<file path="config.mk">
export PLATFORM = sky130hd
export DESIGN_NAME = multi_timer_callout_queue_core
export DESIGN_NICKNAME = d
export VERILOG_FILES = /design/src/hdl/mtcq_pkg.sv /design/src/hdl/multi_timer_callout_queue_core.sv
export SDC_FILE = /design/constraint.sdc
export NUM_CORES = 1
export LEC_CHECK = 0
export BUFFER_PORTS_ARGS = -buffer_cell sky130_fd_sc_hd__buf_2
export CAP_MARGIN = 10
export CORE_MARGIN = 2
export CORE_UTILIZATION = 62
export CTS_BUF_LIST = sky130_fd_sc_hd__clkbuf_8 sky130_fd_sc_hd__clkbuf_16
export CTS_CLUSTER_SIZE = 25
export DETAILED_ROUTE_END_ITERATION = 16
export PLACE_DENSITY = 0.79
export SLEW_MARGIN = 0
export SYNTH_ARGS = -nofsm -noshare
export SYNTH_HDL_FRONTEND = slang
export SYNTH_SLANG_ARGS = --single-unit
</file>
<file path="constraint.sdc">
create_clock -name clk -period 11.2 [get_ports clk]
set_input_delay 1.68 -clock clk [delete_from_list [all_inputs] [get_ports clk]]
set_output_delay 1.68 -clock clk [all_outputs]
set_load 0.05 [all_outputs]
</file>
<file path="src/hdl/mtcq_pkg.sv">
// Shared types and codes for the multi-timer callout queue.
package mtcq_pkg;

    localparam int NUM_TIMERS_DEF = 16;

    localparam int PERIOD_W  = 31;
    localparam int TICK_W    = 48;
    localparam int HANDLE_W  = 4;
    localparam int KIND_W    = 2;
    localparam int STATUS_W  = 2;

    localparam logic [KIND_W-1:0] KIND_TICK   = 2'd0;
    localparam logic [KIND_W-1:0] KIND_START  = 2'd1;
    localparam logic [KIND_W-1:0] KIND_CANCEL = 2'd2;

    localparam logic [STATUS_W-1:0] STATUS_OK    = 2'd0;
    localparam logic [STATUS_W-1:0] STATUS_FAIL  = 2'd1;
    localparam logic [STATUS_W-1:0] STATUS_FIRED = 2'd2;

    typedef struct packed {
        logic                periodic;
        logic [PERIOD_W-1:0] period;
        logic [PERIOD_W-1:0] remaining;
    } slot_entry_t;

endpackage

</file>
<file path="src/hdl/multi_timer_callout_queue_core.sv">
// A bank of countdown timers with a per-slot memory scanned on every tick.
//
// A start or cancel transaction first updates the slot and then hands the
// result to the output register. A tick walks the slots one at a time
// through the single port of the slot memory: an idle slot is only passed
// over, and an active slot is read, then decremented and written back.
// When any timer expired, the final fired result is handed out after the
// walk. A stalled output holds any hand-out, and holds the walk when an expiry waits.
// Fired timers come out in ascending slot order, and the final one of a
// tick carries last. The input is stalled while a transaction is in
// progress; the output register lets a new input be taken while the
// previous result still waits.
module multi_timer_callout_queue_core #(
    parameter int NUM_TIMERS = mtcq_pkg::NUM_TIMERS_DEF
) (
    input  logic                          clk,
    input  logic                          rst_n,
    input  logic                          in_valid,
    output logic                          in_stall,
    input  logic [mtcq_pkg::KIND_W-1:0]   kind,
    input  logic [mtcq_pkg::PERIOD_W-1:0] period_ms,
    input  logic                          periodic,
    input  logic [mtcq_pkg::HANDLE_W-1:0] target_handle,
    output logic                          out_valid,
    input  logic                          out_stall,
    output logic [mtcq_pkg::STATUS_W-1:0] status,
    output logic [mtcq_pkg::HANDLE_W-1:0] handle,
    output logic                          last,
    output logic [mtcq_pkg::TICK_W-1:0]   elapsed_ticks
);

    localparam int IW = (NUM_TIMERS > 1) ? $clog2(NUM_TIMERS) : 1;

    localparam logic [1:0] S_IDLE  = 2'd0;
    localparam logic [1:0] S_RD    = 2'd1;
    localparam logic [1:0] S_WR    = 2'd2;
    localparam logic [1:0] S_FLUSH = 2'd3;

    logic [1:0] state_reg, state_next;
    logic [IW-1:0] idx_reg, idx_next;
    logic [NUM_TIMERS-1:0] active_reg, active_next;
    logic [mtcq_pkg::TICK_W-1:0] tick_reg, tick_next;

    logic pend_valid_reg, pend_valid_next;
    logic [mtcq_pkg::STATUS_W-1:0] pend_status_reg, pend_status_next;
    logic [mtcq_pkg::HANDLE_W-1:0] pend_handle_reg, pend_handle_next;

    logic out_valid_reg;
    logic [mtcq_pkg::STATUS_W-1:0] status_reg;
    logic [mtcq_pkg::HANDLE_W-1:0] handle_reg;
    logic last_reg;
    logic [mtcq_pkg::TICK_W-1:0] elapsed_reg;

    mtcq_pkg::slot_entry_t slot_mem [NUM_TIMERS];
    mtcq_pkg::slot_entry_t rd_data_reg;
    mtcq_pkg::slot_entry_t mem_wdata;
    logic mem_we;
    logic [IW-1:0] mem_waddr;
    logic rd_en;

    logic push;
    logic push_last;
    logic out_free;

    logic [NUM_TIMERS-1:0] free_vec;
    logic [NUM_TIMERS-1:0] lowest_free;
    logic any_free;
    logic [IW-1:0] free_idx;

    logic [6:0] tgt_wide;
    logic tgt_in_range;
    logic [IW-1:0] tgt_idx;

    logic [mtcq_pkg::PERIOD_W-1:0] rem_dec;
    logic fire;
    logic last_slot;

    assign out_free = !out_valid_reg || !out_stall;
    assign in_stall = (state_reg != S_IDLE);

    // Isolate the lowest clear active bit with the two's complement trick.
    assign free_vec    = ~active_reg;
    assign lowest_free = free_vec & (~free_vec + NUM_TIMERS'(1));
    assign any_free    = |free_vec;

    always_comb
    begin
        free_idx = '0;
        for (int i = 0; i < NUM_TIMERS; i++)
        begin
            if (lowest_free[i])
            begin
                free_idx = free_idx | IW'(i);
            end
        end
    end

    assign tgt_wide     = 7'(target_handle);
    assign tgt_in_range = tgt_wide < 7'(NUM_TIMERS);
    assign tgt_idx      = tgt_wide[IW-1:0];

    assign rem_dec   = rd_data_reg.remaining - 1'b1;
    assign fire      = (rem_dec == '0);
    assign last_slot = (idx_reg == IW'(NUM_TIMERS - 1));

    always_comb
    begin
        state_next       = state_reg;
        idx_next         = idx_reg;
        active_next      = active_reg;
        tick_next        = tick_reg;
        pend_valid_next  = pend_valid_reg;
        pend_status_next = pend_status_reg;
        pend_handle_next = pend_handle_reg;
        push             = 1'b0;
        push_last        = 1'b0;
        mem_we           = 1'b0;
        mem_waddr        = idx_reg;
        mem_wdata        = rd_data_reg;
        rd_en            = 1'b0;

        unique case (state_reg)
            S_IDLE:
            begin
                if (in_valid)
                begin
                    unique case (kind)
                        mtcq_pkg::KIND_TICK:
                        begin
                            tick_next       = tick_reg + 1'b1;
                            idx_next        = '0;
                            pend_valid_next = 1'b0;
                            state_next      = S_RD;
                        end
                        mtcq_pkg::KIND_START:
                        begin
                            pend_valid_next = 1'b1;
                            state_next      = S_FLUSH;
                            if ((period_ms != '0) && any_free)
                            begin
                                active_next[free_idx] = 1'b1;
                                mem_we              = 1'b1;
                                mem_waddr           = free_idx;
                                mem_wdata.periodic  = periodic;
                                mem_wdata.period    = period_ms;
                                mem_wdata.remaining = period_ms;
                                pend_status_next    = mtcq_pkg::STATUS_OK;
                                pend_handle_next    = 4'(free_idx);
                            end
                            else
                            begin
                                pend_status_next = mtcq_pkg::STATUS_FAIL;
                                pend_handle_next = '0;
                            end
                        end
                        mtcq_pkg::KIND_CANCEL:
                        begin
                            pend_valid_next  = 1'b1;
                            pend_handle_next = target_handle;
                            state_next       = S_FLUSH;
                            if (tgt_in_range && active_reg[tgt_idx])
                            begin
                                active_next[tgt_idx] = 1'b0;
                                pend_status_next     = mtcq_pkg::STATUS_OK;
                            end
                            else
                            begin
                                pend_status_next = mtcq_pkg::STATUS_FAIL;
                            end
                        end
                        default:
                        begin
                        end
                    endcase
                end
            end

            S_RD:
            begin
                if (active_reg[idx_reg])
                begin
                    rd_en      = 1'b1;
                    state_next = S_WR;
                end
                else if (last_slot)
                begin
                    state_next = pend_valid_reg ? S_FLUSH : S_IDLE;
                end
                else
                begin
                    idx_next = idx_reg + 1'b1;
                end
            end

            S_WR:
            begin
                // A second expiry must wait until the earlier one has moved out.
                if (!(fire && pend_valid_reg && !out_free))
                begin
                    mem_we = 1'b1;
                    if (fire)
                    begin
                        if (rd_data_reg.periodic)
                        begin
                            mem_wdata.remaining = rd_data_reg.period;
                        end
                        else
                        begin
                            mem_wdata.remaining = rem_dec;
                            active_next[idx_reg] = 1'b0;
                        end
                        push             = pend_valid_reg;
                        pend_valid_next  = 1'b1;
                        pend_status_next = mtcq_pkg::STATUS_FIRED;
                        pend_handle_next = 4'(idx_reg);
                    end
                    else
                    begin
                        mem_wdata.remaining = rem_dec;
                    end

                    if (last_slot)
                    begin
                        state_next = (fire || pend_valid_reg) ? S_FLUSH : S_IDLE;
                    end
                    else
                    begin
                        idx_next   = idx_reg + 1'b1;
                        state_next = S_RD;
                    end
                end
            end

            S_FLUSH:
            begin
                if (out_free)
                begin
                    push            = 1'b1;
                    push_last       = 1'b1;
                    pend_valid_next = 1'b0;
                    state_next      = S_IDLE;
                end
            end

            default:
            begin
                state_next = S_IDLE;
            end
        endcase
    end

    always_ff @(posedge clk or negedge rst_n)
    begin
        if (!rst_n)
        begin
            state_reg      <= S_IDLE;
            idx_reg        <= '0;
            active_reg     <= '0;
            tick_reg       <= '0;
            pend_valid_reg <= 1'b0;
            out_valid_reg  <= 1'b0;
        end
        else
        begin
            state_reg      <= state_next;
            idx_reg        <= idx_next;
            active_reg     <= active_next;
            tick_reg       <= tick_next;
            pend_valid_reg <= pend_valid_next;
            if (push)
            begin
                out_valid_reg <= 1'b1;
            end
            else if (!out_stall)
            begin
                out_valid_reg <= 1'b0;
            end
        end
    end

    always_ff @(posedge clk)
    begin
        pend_status_reg <= pend_status_next;
        pend_handle_reg <= pend_handle_next;
        if (push)
        begin
            status_reg  <= pend_status_reg;
            handle_reg  <= pend_handle_reg;
            last_reg    <= push_last;
            elapsed_reg <= tick_reg;
        end
    end

    always_ff @(posedge clk)
    begin
        if (mem_we)
        begin
            slot_mem[mem_waddr] <= mem_wdata;
        end
        if (rd_en)
        begin
            rd_data_reg <= slot_mem[idx_reg];
        end
    end

    assign out_valid     = out_valid_reg;
    assign status        = status_reg;
    assign handle        = handle_reg;
    assign last          = last_reg;
    assign elapsed_ticks = elapsed_reg;

endmodule

</file>
==> results_dict.tcl <==
set metrics [dict create \
    status "completed" \
    fin_util 0.698 \
    ctsHtreeMaxLevel 3 \
    setup_viol 0 \
    rsz0062_at_grt "no" \
    vias 25757 \
    finalHoldViolCount 0 \
    drtIter0Drc 3382 \
    avgSynthCellArea_sq_um 20.4 \
    worstRegToRegCells 12 \
    crit_type "in -> reg" \
    ant_nets 0 \
    drv_slew 0 \
    clock_path_buffers 3 \
    rrSetupSlack_ns 5.46 \
    clock.fmax_mhz 162 \
    synth-xor-area-share 0.0118 \
    wl_per_cell_um 31.8 \
    grt_pass1_vias 26063 \
    startpoint "period_ms[2]" \
    grt_usage 0.292 \
    die_x_um 283 \
    clk_pin_slew_ns 0.06 \
    fin_cells 3664 \
    cts_tree "yes" \
    ctsRootBufferMaster "clkbuf_16" \
    yosys.area_share.simple 0.0418 \
    synth_compound_area_frac 0.0296 \
    vias_per_cell 7.03 \
    dpl.hpwl_um 62600 \
    r2r_start "rd_data_reg[1]" \
    layout_commonest_cell "edfxtp_1" \
    hp-start "pend_handle_reg[3]" \
    power_density_mw_per_mm2 241 \
    fin_crit_sh 0.550 \
    finalWeightedCongestion 0.894 \
    ys_warn_count 0 \
    worstPathArrival_ns 6.46 \
    period_needed_ns 6.16 \
    grt_overflow 0 \
    timing.slew.headroom 0.203 \
    n_fill_cell 4603 \
    drv_cap 0 \
    leakage_nw 17.4 \
    hold_path_class "reg -> reg" \
    grt_first_pass_wirelength_um 172000 \
    area_growth_pct 11.6 \
    netlist_instances 2374 \
    timing.setup.tns_ns 0 \
    synth_fa_ha_area_frac 0.00414 \
    worst-path-max-fanout 79 \
    ys_types 85 \
    worst_pin_slew_ns 1.19 \
    synth_seq_cells 1204 \
    synth_flop_cell "edfxtp_1" \
    drive_gt1_frac 0.283 \
    largest_reg_flops 1008 \
    synth_top_area_frac 0.703 \
    clk-insertion-delay-late_ns 0.70 \
    max-vdd-ir-drop_mv 0.191 \
    core_sq_mm 0.0773 \
    io_buffers 98 \
    fp.dieH_um 283 \
    endpoint "slot_mem[6][15]" \
    synth-edff-count 1132 \
    ios 99 \
    finalNetCount 2583 \
    yosysSeqAreaShare 0.740 \
    dieArea_sq_mm 0.0803 \
    ys_top_cells_by_area "edfxtp_1 70%, mux4_2 15%, dfrtp_1 3.7%" \
    clock-sinks 1204 \
    skew_ns 0.0667 \
    ctsResizeCount 0 \
    placementRows 102 \
    initial_core_util 0.626 \
    post_cts_buffers 0 \
    drcViolationCount 0 \
    power_mw 13.0 \
    synth_mux_area_frac 0.160 \
    yosysTopAreaCell "edfxtp_1" \
    synth_top_family_by_area "multiplexers" \
    grt_start_max_net_pins 80 \
    dp.cells 3445 \
    required_ns 11.50 \
    synth_fp_nets 2432 \
    async_reset_ff_frac 0.0598 \
    r2r-end "slot_mem[10][30]" \
    antenna_found_initial 10 \
    start_kind "primary input" \
    dr.pass1.iters 8 \
    layout_common_cells "1,132 x edfxtp_1, 324 x mux4_2, 117 x clkbuf_16, 98 x buf_2, 77 x nand2_1" \
    drt-total-wl_um 116000 \
    ctsHoldBuffers 0 \
    numCtsBuffers 116 \
    critPathCaptureType "flip-flop" \
    syn_area_sq_mm 0.0484 \
]
## how the worst min path moves through the flow
stage / endpoint / slack [ns] / cells past startpoint
finish: handle[3] / 0.42 / 0
CTS: handle[3] / 0.42 / 0
global route: handle[3] / 0.42 / 0
floorplan: handle[0] / 0.40 / 0
detailed placement: handle[3] / 0.40 / 0
global placement: status[1] / 0.41 / 0
## final cells by class
class	instances	area (sq um)	share of cell area
timing repair buffer	155	918	0.0170
multi-input combinational	1020	12100	0.224
inverter	28	105	0.00195
antenna	3	7.51	0.000139
clock buffer	120	2970	0.0550
tap	1040	1300	0.0241
sequential	1204	35800	0.663
clock inverter	94	758	0.0140
## synth_stat cells, types with 6 or more instances
cell type     n
nand3_1      45
buf_1        29
inv_1        27
nand4_1      18
o21ai_0      29
and3_1       14
nor3_1       41
dfrtp_1      72
a31oi_1       8
edfxtp_1   1132
and2_1       11
xnor2_1      39
xor2_1       26
mux4_2      324
a22oi_1      28
nand2_1      77
ha_1         16
o311ai_1      6
or2_2         6
mux2i_1       8
o31ai_1       8
a21oi_1      48
nand2b_1     10
nor4_1       23
clkbuf_1     79
mux2_2       33
buf_2         9
o21ai_1      24
or3_1        10
nor2b_1      11
a211oi_1      6
nor2_1       43
and4_1        8
## per-stage QoR
step / setup slack (ns) / hold slack, ns / instance area (sq um)
after floorplan: 1.51 / 0.400 / 48400
after global placement: 4.72 / 0.408 / 50200
after detailed placement: 4.60 / 0.405 / 50200
after CTS: 5.32 / 0.417 / 54000
after global routing: 5.03 / 0.421 / 54000
final: 5.04 / 0.417 / 54000
## per-layer routing
layer | GRT usage | wire [um]
met1 | 0.400 | 42400
met2 | 0.475 | 57200
met3 | 0.0744 | 13000
met4 | 0.0820 | 3590
met5 | 0 | 106
## cells by family (layout without fill, tap and decap cells)
group / after synthesis / after routing
muxes: 366 / 366
and+or+nand+nor: 356 / 356
AOI/OAI and AO/OA: 217 / 217
adders and majority gates: 16 / 16
DFF: 1204 / 1204
xor gates and xnor gates: 65 / 65
buffers and inverters: 150 / 397
other: 0 / 3
## worst max-delay path, cell delays in order
cell	delay, ns
buf_2	0.18
nor4_1	0.82
nand4_1	0.27
nor2_1	0.48
nor3_2	0.10
buf_4	0.42
mux2i_1	0.85
nand3_1	0.25
nor2_4	0.13
buf_4	0.50
buf_4	0.69
## where the power goes
group | internal [mW] | total, mW | switching [mW]
combinational | 1.20 | 3.04 | 1.85
sequential | 5.84 | 6.15 | 0.313
clock | 2.13 | 3.80 | 1.67
Power figures use the tool's default switching activity.
